===== config.mk =====
export PLATFORM = sky130hd
export DESIGN_NAME = rpn_stack_calculator
export DESIGN_NICKNAME = d
export VERILOG_FILES = /design/src/hw/rtl/rpn_pkg.sv /design/src/hw/rtl/rpn_stack_calculator.sv
export SDC_FILE = /design/constraint.sdc
export NUM_CORES = 2
export LEC_CHECK = 0
export BUFFER_PORTS_ARGS = -buffer_cell sky130_fd_sc_hd__buf_2
export CAP_MARGIN = 20
export CELL_PAD_IN_SITES_DETAIL_PLACEMENT = 1
export CELL_PAD_IN_SITES_GLOBAL_PLACEMENT = 2
export CORE_MARGIN = 5
export CORE_UTILIZATION = 35
export CTS_BUF_LIST = sky130_fd_sc_hd__clkbuf_8
export CTS_CLUSTER_DIAMETER = 60
export CTS_CLUSTER_SIZE = 10
export DETAILED_ROUTE_END_ITERATION = 10
export PLACE_DENSITY = 0.69
export REMOVE_ABC_BUFFERS = 1
export SKIP_CTS_REPAIR_TIMING = 1
export SLEW_MARGIN = 10
export SYNTH_ARGS = -nofsm -noshare
export SYNTH_HDL_FRONTEND = slang
export SYNTH_SLANG_ARGS = --single-unit

===== constraint.sdc =====
create_clock -name clk_i -period 10.6 [get_ports clk_i]
set_clock_uncertainty 0.2 [all_clocks]
set_input_delay 1.59 -clock clk_i [delete_from_list [all_inputs] [get_ports clk_i]]
set_output_delay 1.59 -clock clk_i [all_outputs]
set_load 0.005 [all_outputs]

===== src/hw/rtl/rpn_pkg.sv =====
// rpn_pkg: types, codes and microprogram for the rpn stack calculator
// depends on nothing; imported by rpn_stack_calculator
package rpn_pkg;

  localparam int StackDepth = 16;
  localparam int PtrW       = $clog2(StackDepth);
  localparam int CntW       = $clog2(StackDepth + 1);
  localparam int DataW      = 32;
  localparam int DepthW     = 5;
  localparam int OpW        = 3;
  localparam int StatusW    = 3;
  localparam int UpcW       = 5;
  localparam int DivBits    = 2;                  // quotient bits per loop step
  localparam int DivendW    = DataW + 16;         // left operand scaled by 2^16
  localparam int DivSteps   = DivendW / DivBits;
  localparam int DivCntW    = $clog2(DivSteps);

  typedef enum logic [OpW-1:0] {
    OpPush = 3'd0,
    OpAdd  = 3'd1,
    OpSub  = 3'd2,
    OpMul  = 3'd3,
    OpDiv  = 3'd4
  } op_e;

  typedef enum logic [StatusW-1:0] {
    StOk   = 3'd0,
    StFew  = 3'd1,
    StFull = 3'd2,
    StDiv0 = 3'd3,
    StSat  = 3'd4
  } status_e;

  // datapath action of one microinstruction
  typedef enum logic [3:0] {
    ActNone,
    ActPush,
    ActFew,
    ActLoad,
    ActAdd,
    ActSub,
    ActMul,
    ActMulFix,
    ActDivInit,
    ActDivStep,
    ActDivFix,
    ActWrBack,
    ActOut
  } act_e;

  // how the step counter moves on
  typedef enum logic [2:0] {
    CondNext,
    CondJump,
    CondDispatch,
    CondLoop,
    CondBZero,
    CondOutFree
  } cond_e;

  typedef struct packed {
    act_e            act;
    cond_e           cond;
    logic [UpcW-1:0] target;
  } ucode_t;

  localparam logic [UpcW-1:0] UpcIdle    = 5'd0;
  localparam logic [UpcW-1:0] UpcPush    = 5'd1;
  localparam logic [UpcW-1:0] UpcFew     = 5'd2;
  localparam logic [UpcW-1:0] UpcNop     = 5'd3;
  localparam logic [UpcW-1:0] UpcAdd     = 5'd4;
  localparam logic [UpcW-1:0] UpcAddExe  = 5'd5;
  localparam logic [UpcW-1:0] UpcSub     = 5'd6;
  localparam logic [UpcW-1:0] UpcSubExe  = 5'd7;
  localparam logic [UpcW-1:0] UpcMul     = 5'd8;
  localparam logic [UpcW-1:0] UpcMulExe  = 5'd9;
  localparam logic [UpcW-1:0] UpcMulFix  = 5'd10;
  localparam logic [UpcW-1:0] UpcDiv     = 5'd11;
  localparam logic [UpcW-1:0] UpcDivInit = 5'd12;
  localparam logic [UpcW-1:0] UpcDivLoop = 5'd13;
  localparam logic [UpcW-1:0] UpcDivFix  = 5'd14;
  localparam logic [UpcW-1:0] UpcWrBack  = 5'd15;
  localparam logic [UpcW-1:0] UpcOut     = 5'd16;

  function automatic ucode_t ucode_rom(logic [UpcW-1:0] upc);
    ucode_t w;
    unique case (upc)
      UpcIdle:    w = '{ActNone,    CondDispatch, UpcIdle};
      UpcPush:    w = '{ActPush,    CondJump,     UpcOut};
      UpcFew:     w = '{ActFew,     CondJump,     UpcOut};
      UpcNop:     w = '{ActNone,    CondJump,     UpcOut};
      UpcAdd:     w = '{ActLoad,    CondNext,     UpcIdle};
      UpcAddExe:  w = '{ActAdd,     CondJump,     UpcWrBack};
      UpcSub:     w = '{ActLoad,    CondNext,     UpcIdle};
      UpcSubExe:  w = '{ActSub,     CondJump,     UpcWrBack};
      UpcMul:     w = '{ActLoad,    CondNext,     UpcIdle};
      UpcMulExe:  w = '{ActMul,     CondNext,     UpcIdle};
      UpcMulFix:  w = '{ActMulFix,  CondJump,     UpcWrBack};
      UpcDiv:     w = '{ActLoad,    CondNext,     UpcIdle};
      UpcDivInit: w = '{ActDivInit, CondBZero,    UpcWrBack};
      UpcDivLoop: w = '{ActDivStep, CondLoop,     UpcDivLoop};
      UpcDivFix:  w = '{ActDivFix,  CondNext,     UpcIdle};
      UpcWrBack:  w = '{ActWrBack,  CondNext,     UpcIdle};
      UpcOut:     w = '{ActOut,     CondOutFree,  UpcIdle};
      default:    w = '{ActNone,    CondJump,     UpcIdle};
    endcase
    return w;
  endfunction

endpackage


===== src/hw/rtl/rpn_stack_calculator.sv =====
// rpn_stack_calculator: reverse-polish Q16.16 calculator on a 16-entry operand stack
// microcoded sequencer over a plain datapath; uses rpn_pkg
//
// usage:
//   input channel (in_valid_i/in_ready_o) carries one request: op_i and value_i.
//   op push stores value_i; add, subtract, multiply and divide pop the two top
//   entries (top is the right operand) and push the result.
//   output channel (out_valid_o/out_ready_i) returns one result per request:
//   status_o, top_value_o (zero when empty) and depth_o.
// timing:
//   one request at a time, stepped by the microprogram counter.
//   push, refused or unknown op: one step then output; add/sub: load, execute,
//   write back; multiply adds a fix-up step; divide is the worst case with 24
//   loop steps of a 2-bit-per-cycle restoring divider (none on divide by zero).
//   the next request is taken as soon as the sequencer is back in idle,
//   even while the previous result still sits in the output register.
// reset: stack empty, no result pending; stack entries are not cleared.
// stall: a finished result waits in the last microstep until the output
//   register is free, so no result is lost or repeated.
module rpn_stack_calculator
  import rpn_pkg::*;
(
  input  logic                      clk_i,
  input  logic                      rst_ni,
  input  logic                      in_valid_i,
  output logic                      in_ready_o,
  input  logic [OpW-1:0]            op_i,
  input  logic signed [DataW-1:0]   value_i,
  output logic                      out_valid_o,
  input  logic                      out_ready_i,
  output logic [StatusW-1:0]        status_o,
  output logic signed [DataW-1:0]   top_value_o,
  output logic [DepthW-1:0]         depth_o
);

  localparam logic [DataW-1:0] QMax = {1'b0, {(DataW-1){1'b1}}};
  localparam logic [DataW-1:0] QMin = {1'b1, {(DataW-1){1'b0}}};

  logic [DataW-1:0]   stack_mem [StackDepth];
  logic [DataW-1:0]   rd_q;

  logic [UpcW-1:0]    upc_q, upc_d;
  logic [CntW-1:0]    cnt_q, cnt_d;
  logic               out_valid_q, out_valid_d;
  logic [StatusW-1:0] out_status_q;
  logic [DataW-1:0]   out_top_q;
  logic [DepthW-1:0]  out_depth_q;

  logic [DataW-1:0]   val_q, top_q, top_d, a_q, b_q, res_q, res_d;
  logic [2*DataW-1:0] p_q;
  logic [DataW-1:0]   rem_q, rem_d;
  logic [DivendW-1:0] dq_q, dq_d;
  logic [DivCntW-1:0] div_cnt_q;
  logic               neg_q;
  status_e            status_q, status_d;

  ucode_t             uw;
  logic               accept, out_free, full, few;
  logic [PtrW-1:0]    rd_addr, wr_addr;
  logic               wr_en;
  logic [DataW-1:0]   wr_data;
  logic [DataW:0]     sum;
  logic [DataW-1:0]   a_mag, b_mag;
  logic [DataW:0]     trial;

  assign uw       = ucode_rom(upc_q);
  assign accept   = in_valid_i && in_ready_o;
  assign out_free = !out_valid_q || out_ready_i;
  assign full     = (cnt_q >= CntW'(StackDepth));
  assign few      = (cnt_q < CntW'(2));
  assign rd_addr  = PtrW'(cnt_q - CntW'(2));

  assign in_ready_o = (upc_q == UpcIdle);

  // step counter
  always_comb begin
    upc_d = upc_q;
    unique case (uw.cond)
      CondNext: upc_d = upc_q + UpcW'(1);
      CondJump: upc_d = uw.target;
      CondDispatch: begin
        if (accept) begin
          unique case (op_i)
            OpPush:                    upc_d = UpcPush;
            OpAdd:                     upc_d = few ? UpcFew : UpcAdd;
            OpSub:                     upc_d = few ? UpcFew : UpcSub;
            OpMul:                     upc_d = few ? UpcFew : UpcMul;
            OpDiv:                     upc_d = few ? UpcFew : UpcDiv;
            default:                   upc_d = UpcNop;
          endcase
        end
      end
      CondLoop:    upc_d = (div_cnt_q != '0) ? uw.target : upc_q + UpcW'(1);
      CondBZero:   upc_d = (b_q == '0) ? uw.target : upc_q + UpcW'(1);
      CondOutFree: upc_d = out_free ? uw.target : upc_q;
      default:     upc_d = UpcIdle;
    endcase
  end

  // add/subtract with saturation
  always_comb begin
    if (uw.act == ActSub) begin
      sum = {a_q[DataW-1], a_q} - {b_q[DataW-1], b_q};
    end else begin
      sum = {a_q[DataW-1], a_q} + {b_q[DataW-1], b_q};
    end
  end

  assign a_mag = a_q[DataW-1] ? DataW'(-a_q) : a_q;
  assign b_mag = b_q[DataW-1] ? DataW'(-b_q) : b_q;

  // two restoring division bits per step
  always_comb begin
    logic [DataW-1:0]   r;
    logic [DivendW-1:0] d;
    r = rem_q;
    d = dq_q;
    trial = '0;
    for (int i = 0; i < DivBits; i++) begin
      trial = {r, d[DivendW-1]} - {1'b0, b_q};
      d = {d[DivendW-2:0], 1'b0};
      if (!trial[DataW]) begin
        r    = trial[DataW-1:0];
        d[0] = 1'b1;
      end else begin
        r = {r[DataW-2:0], dq_q[DivendW-1-i]};
      end
    end
    rem_d = r;
    dq_d  = d;
  end

  // datapath results and stack write
  always_comb begin
    res_d    = res_q;
    status_d = status_q;
    top_d    = top_q;
    cnt_d    = cnt_q;
    wr_en    = 1'b0;
    wr_addr  = rd_addr;
    wr_data  = res_q;
    if (accept) begin
      status_d = StOk;
    end
    unique case (uw.act) inside
      ActPush: begin
        if (full) begin
          status_d = StFull;
        end else begin
          wr_en   = 1'b1;
          wr_addr = cnt_q[PtrW-1:0];
          wr_data = val_q;
          top_d   = val_q;
          cnt_d   = cnt_q + CntW'(1);
        end
      end
      ActFew: status_d = StFew;
      ActAdd, ActSub: begin
        if (sum[DataW] != sum[DataW-1]) begin
          res_d    = sum[DataW] ? QMin : QMax;
          status_d = StSat;
        end else begin
          res_d = sum[DataW-1:0];
        end
      end
      ActMulFix: begin
        // product >>> 16 fits when bits 63..47 all agree
        if ((p_q[2*DataW-1:DataW+15] != '0) && (p_q[2*DataW-1:DataW+15] != '1)) begin
          res_d    = p_q[2*DataW-1] ? QMin : QMax;
          status_d = StSat;
        end else begin
          res_d = p_q[DataW+15:16];
        end
      end
      ActDivInit: begin
        if (b_q == '0) begin
          res_d    = a_q[DataW-1] ? QMin : QMax;
          status_d = StDiv0;
        end
      end
      ActDivFix: begin
        if (!neg_q) begin
          if (dq_q[DivendW-1:DataW-1] != '0) begin
            res_d    = QMax;
            status_d = StSat;
          end else begin
            res_d = dq_q[DataW-1:0];
          end
        end else begin
          if ((dq_q[DivendW-1:DataW] != '0) ||
              (dq_q[DataW-1] && (dq_q[DataW-2:0] != '0))) begin
            res_d    = QMin;
            status_d = StSat;
          end else begin
            res_d = DataW'(-dq_q[DataW-1:0]);
          end
        end
      end
      ActWrBack: begin
        wr_en   = 1'b1;
        wr_addr = rd_addr;
        wr_data = res_q;
        top_d   = res_q;
        cnt_d   = cnt_q - CntW'(1);
      end
      default: ;
    endcase
  end

  assign out_valid_d = (uw.act == ActOut && out_free) ? 1'b1 :
                       (out_ready_i ? 1'b0 : out_valid_q);

  // operand stack memory
  always_ff @(posedge clk_i) begin
    if (wr_en) begin
      stack_mem[wr_addr] <= wr_data;
    end
    rd_q <= stack_mem[rd_addr];
  end

  always_ff @(posedge clk_i or negedge rst_ni) begin
    if (!rst_ni) begin
      upc_q       <= UpcIdle;
      cnt_q       <= '0;
      out_valid_q <= 1'b0;
      status_q    <= StOk;
    end else begin
      upc_q       <= upc_d;
      cnt_q       <= cnt_d;
      out_valid_q <= out_valid_d;
      status_q    <= status_d;
    end
  end

  always_ff @(posedge clk_i) begin
    if (accept) begin
      val_q <= value_i;
    end
    top_q <= top_d;
    res_q <= res_d;
    unique case (uw.act)
      ActLoad: begin
        a_q <= rd_q;
        b_q <= top_q;
      end
      ActMul: p_q <= $signed(a_q) * $signed(b_q);
      ActDivInit: begin
        neg_q     <= a_q[DataW-1] ^ b_q[DataW-1];
        rem_q     <= '0;
        dq_q      <= {a_mag, 16'b0};
        b_q       <= b_mag;
        div_cnt_q <= DivCntW'(DivSteps - 1);
      end
      ActDivStep: begin
        rem_q     <= rem_d;
        dq_q      <= dq_d;
        div_cnt_q <= div_cnt_q - DivCntW'(1);
      end
      default: ;
    endcase
    if (uw.act == ActOut && out_free) begin
      out_status_q <= status_q;
      out_top_q    <= (cnt_q == '0) ? '0 : top_q;
      out_depth_q  <= DepthW'(cnt_q);
    end
  end

  assign out_valid_o = out_valid_q;
  assign status_o    = out_status_q;
  assign top_value_o = out_top_q;
  assign depth_o     = out_depth_q;

  // stack never overfills
  a_cnt_bound: assert property (@(posedge clk_i) disable iff (!rst_ni)
    cnt_q <= CntW'(StackDepth))
    else $error("stack count above depth");

  // depth only moves in the push and write-back steps
  a_cnt_steps: assert property (@(posedge clk_i) disable iff (!rst_ni)
    (upc_q != UpcPush && upc_q != UpcWrBack) |=> $stable(cnt_q))
    else $error("stack count changed outside push or write-back");

  // an accepted request starts the microprogram
  a_dispatch: assert property (@(posedge clk_i) disable iff (!rst_ni)
    accept |=> upc_q != UpcIdle)
    else $error("request accepted but sequencer stayed idle");

  // a result is only loaded when the output register is free
  a_out_load: assert property (@(posedge clk_i) disable iff (!rst_ni)
    (upc_q == UpcOut && !out_free) |=> upc_q == UpcOut)
    else $error("result step left while output stalled");

endmodule

==> flow_metrics.py <==
metrics = {
    "finish": {
        "drive_gt1_frac": 0.0956,
        "nets": 8308,
        "fillers": 24100,
        "syn2layout_area_growth_pct": 8.72,
    },
    "cts": {
        "root_buffer": "clkbuf_8",
        "cts_tree": "yes",
        "numCtsBuffers": 113,
        "cts_sinks": 892,
        "clkTransAtPathRegs_ps": 80,
        "clkLatencyLatePin_ps": 880,
        "cts_buffer_depth": 3,
        "cts.htree.levels": 3,
    },
    "critical_path": {
        "path_delay_family": "adder cells",
        "critPathMostFrequentCell": "fa_1",
        "crit_cells": 27,
        "worst_ep_arrival_time_ps": 10630,
        "cpPeakStageDelay_ps": 1040,
        "path_max_fanout": 22,
        "startpoint_type": "register",
        "reg2regPathDepth": 27,
        "cp.required_ps": 11010,
        "path_class": "reg -> reg",
        "cpMaxStageDelayCell": "edfxtp_1",
        "path_buf_inv": 5,
        "cp-end-kind": "register",
    },
    "synthesis": {
        "ys_warn_count": 0,
        "yosys.area.top_type_share": 0.328,
        "ys.flop_type": "edfxtp_1",
        "synth_largest_area_cell": "edfxtp_1",
        "synth-seq-cells": 892,
        "synth.distinct_cells": 92,
        "synthTopCellsByArea": "edfxtp_1 (33%), fa_1 (28%), inv_1 (5.1%)",
        "synthArstFlopShare": 0.0157,
        "synth-seq-area-share": 0.341,
        "syn_inst": 6868,
        "synth-edff-count": 846,
        "synth.avg_cell_area_um2": 11.3,
        "syn_area_mm2": 0.0775,
    },
    "die": {
        "dieArea_mm2": 0.231,
        "die-width_um": 481,
        "die_h_um": 481,
        "initial_utilization": 0.352,
        "core_mm2": 0.220,
        "placementRows": 172,
        "io_pins": 81,
    },
    "timing": {
        "worst_slack_ps": 383,
        "finalHoldViolCount": 0,
        "slew_violations": 0,
        "rsz0062_at_grt": "no",
        "hold_ws_ps": 150,
        "tightest_slew_ps": 1130,
        "fin_crit_sh": 0.964,
        "fmax_mhz": 97.9,
        "fin_setup_tns_ps": 0,
        "min_period_ps": 10220,
        "max_slew_margin": 0.243,
        "final-setup-viol-count": 0,
    },
    "detailed_routing": {
        "drcViolationCount": 0,
        "via_count": 51500,
        "firstDrtPassIters": 5,
        "viasPerCell": 5.17,
        "routed_wl_mm": 261,
        "wire_per_inst_um": 26.3,
        "first_iter_violations": 3660,
        "postRouteAntennaNets": 0,
    },
    "min_path": {
        "hold_path_class": "reg -> reg",
        "min_delay_path_depth": 0,
    },
    "place": {
        "dp.final_hpwl_mm": 200,
        "dp_slack_ps": 563,
        "portBuffers": 80,
        "gp_congestion": 0.888,
    },
    "run": {
        "cap_violations": 0,
    },
    "global_routing": {
        "grt-ovfl-total": 0,
        "grt_usage": 0.228,
        "first_global_vias": 57400,
        "grt_first_pass_wirelength_mm": 391,
        "antenna_found_initial": 15,
        "grt_max_degree": 105,
    },
    "outcome": {
        "outcome": "completed",
    },
}
[kinds of logic after synthesis]
family	Yosys count	share of synthesized area
compound gates	711	0.0592
buf+inv	1428	0.0697
flops	892	0.341
mux	172	0.0482
fa+ha+maj	1377	0.327
xor+xnor	244	0.0279
simple gates	2044	0.127
[cell usage after synthesis, types with 93 or more instances]
master    instances
o21ai_0         183
edfxtp_1        846
nand2_1         932
nor2_1          233
xnor2_1         149
a21oi_1         178
xor2_1           93
and2_1          483
mux4_2          161
inv_1          1043
ha_1            292
fa_1           1085
clkbuf_1        317
[layout make-up]
class / instances / area, um^2 / area share
diodes: 7 / 17.5 / 0.000208
clock buffers: 116 / 1600 / 0.0189
clock inverters: 96 / 631 / 0.00748
inverters: 1051 / 3950 / 0.0468
multi-input cells: 4548 / 45900 / 0.545
flip-flops and latches: 892 / 26400 / 0.313
well taps: 2958 / 3700 / 0.0439
repair buffers: 286 / 2050 / 0.0244
[cells in the final DEF (no fill, tap or decap), types with 81 or more instances in the layout]
| master | instances |
|---|---|
| a21oi_1 | 178 |
| and2_1 | 483 |
| buf_2 | 81 |
| buf_4 | 196 |
| clkbuf_8 | 116 |
| edfxtp_1 | 846 |
| fa_1 | 1085 |
| ha_1 | 291 |
| inv_1 | 1109 |
| mux4_2 | 161 |
| nand2_1 | 930 |
| nand3_1 | 87 |
| nor2_1 | 221 |
| o21ai_0 | 181 |
| xnor2_1 | 148 |
| xor2_1 | 92 |
[registers in the layout, summed over array words and instances (netlist names), 32 cells and up]
name / cells
val_q: 32
p_q: 48
dq_q: 48
a_q: 32
stack_mem: 512
res_q: 32
rem_q: 32
b_q: 32
top_value_o: 32
rd_q: 32
top_q: 32
[path summary, 6_finish.rpt]
check | start | to | slack [ps]
setup / recovery | a_q[15] | p_q[60] | 380
hold / removal | rd_q[21] | a_q[21] | 150
setup reg to reg | a_q[15] | p_q[60] | 380
hold reg to reg | rd_q[21] | a_q[21] | 150
max in group asynchronous | rst_ni | cnt_q[0] | 9420
min in group asynchronous | rst_ni | status_q[2] | 450
[stage by stage]
step                instance area [um^2]  utilization  instances
finish                             84300        0.383       9954
global route                       84300        0.383       9949
CTS                                84200        0.383       9944
detailed placement                 82000        0.373       9732
global placement                   81900        0.372       9729
floorplan                          76100            -       6491
[per-layer routing]
| layer | track usage | share of wire | wire length, um |
|---|---|---|---|
| met1 | 0.310 | 0.44 | 115000 |
| met2 | 0.383 | 0.48 | 126000 |
| met3 | 0.0249 | 0.040 | 10500 |
| met4 | 0.0758 | 0.038 | 9880 |
| met5 | 0 | 0.000038 | 10 |
Power is not shown: default switching activity piles up to over one toggle a cycle in this logic, so the estimate is an artifact.
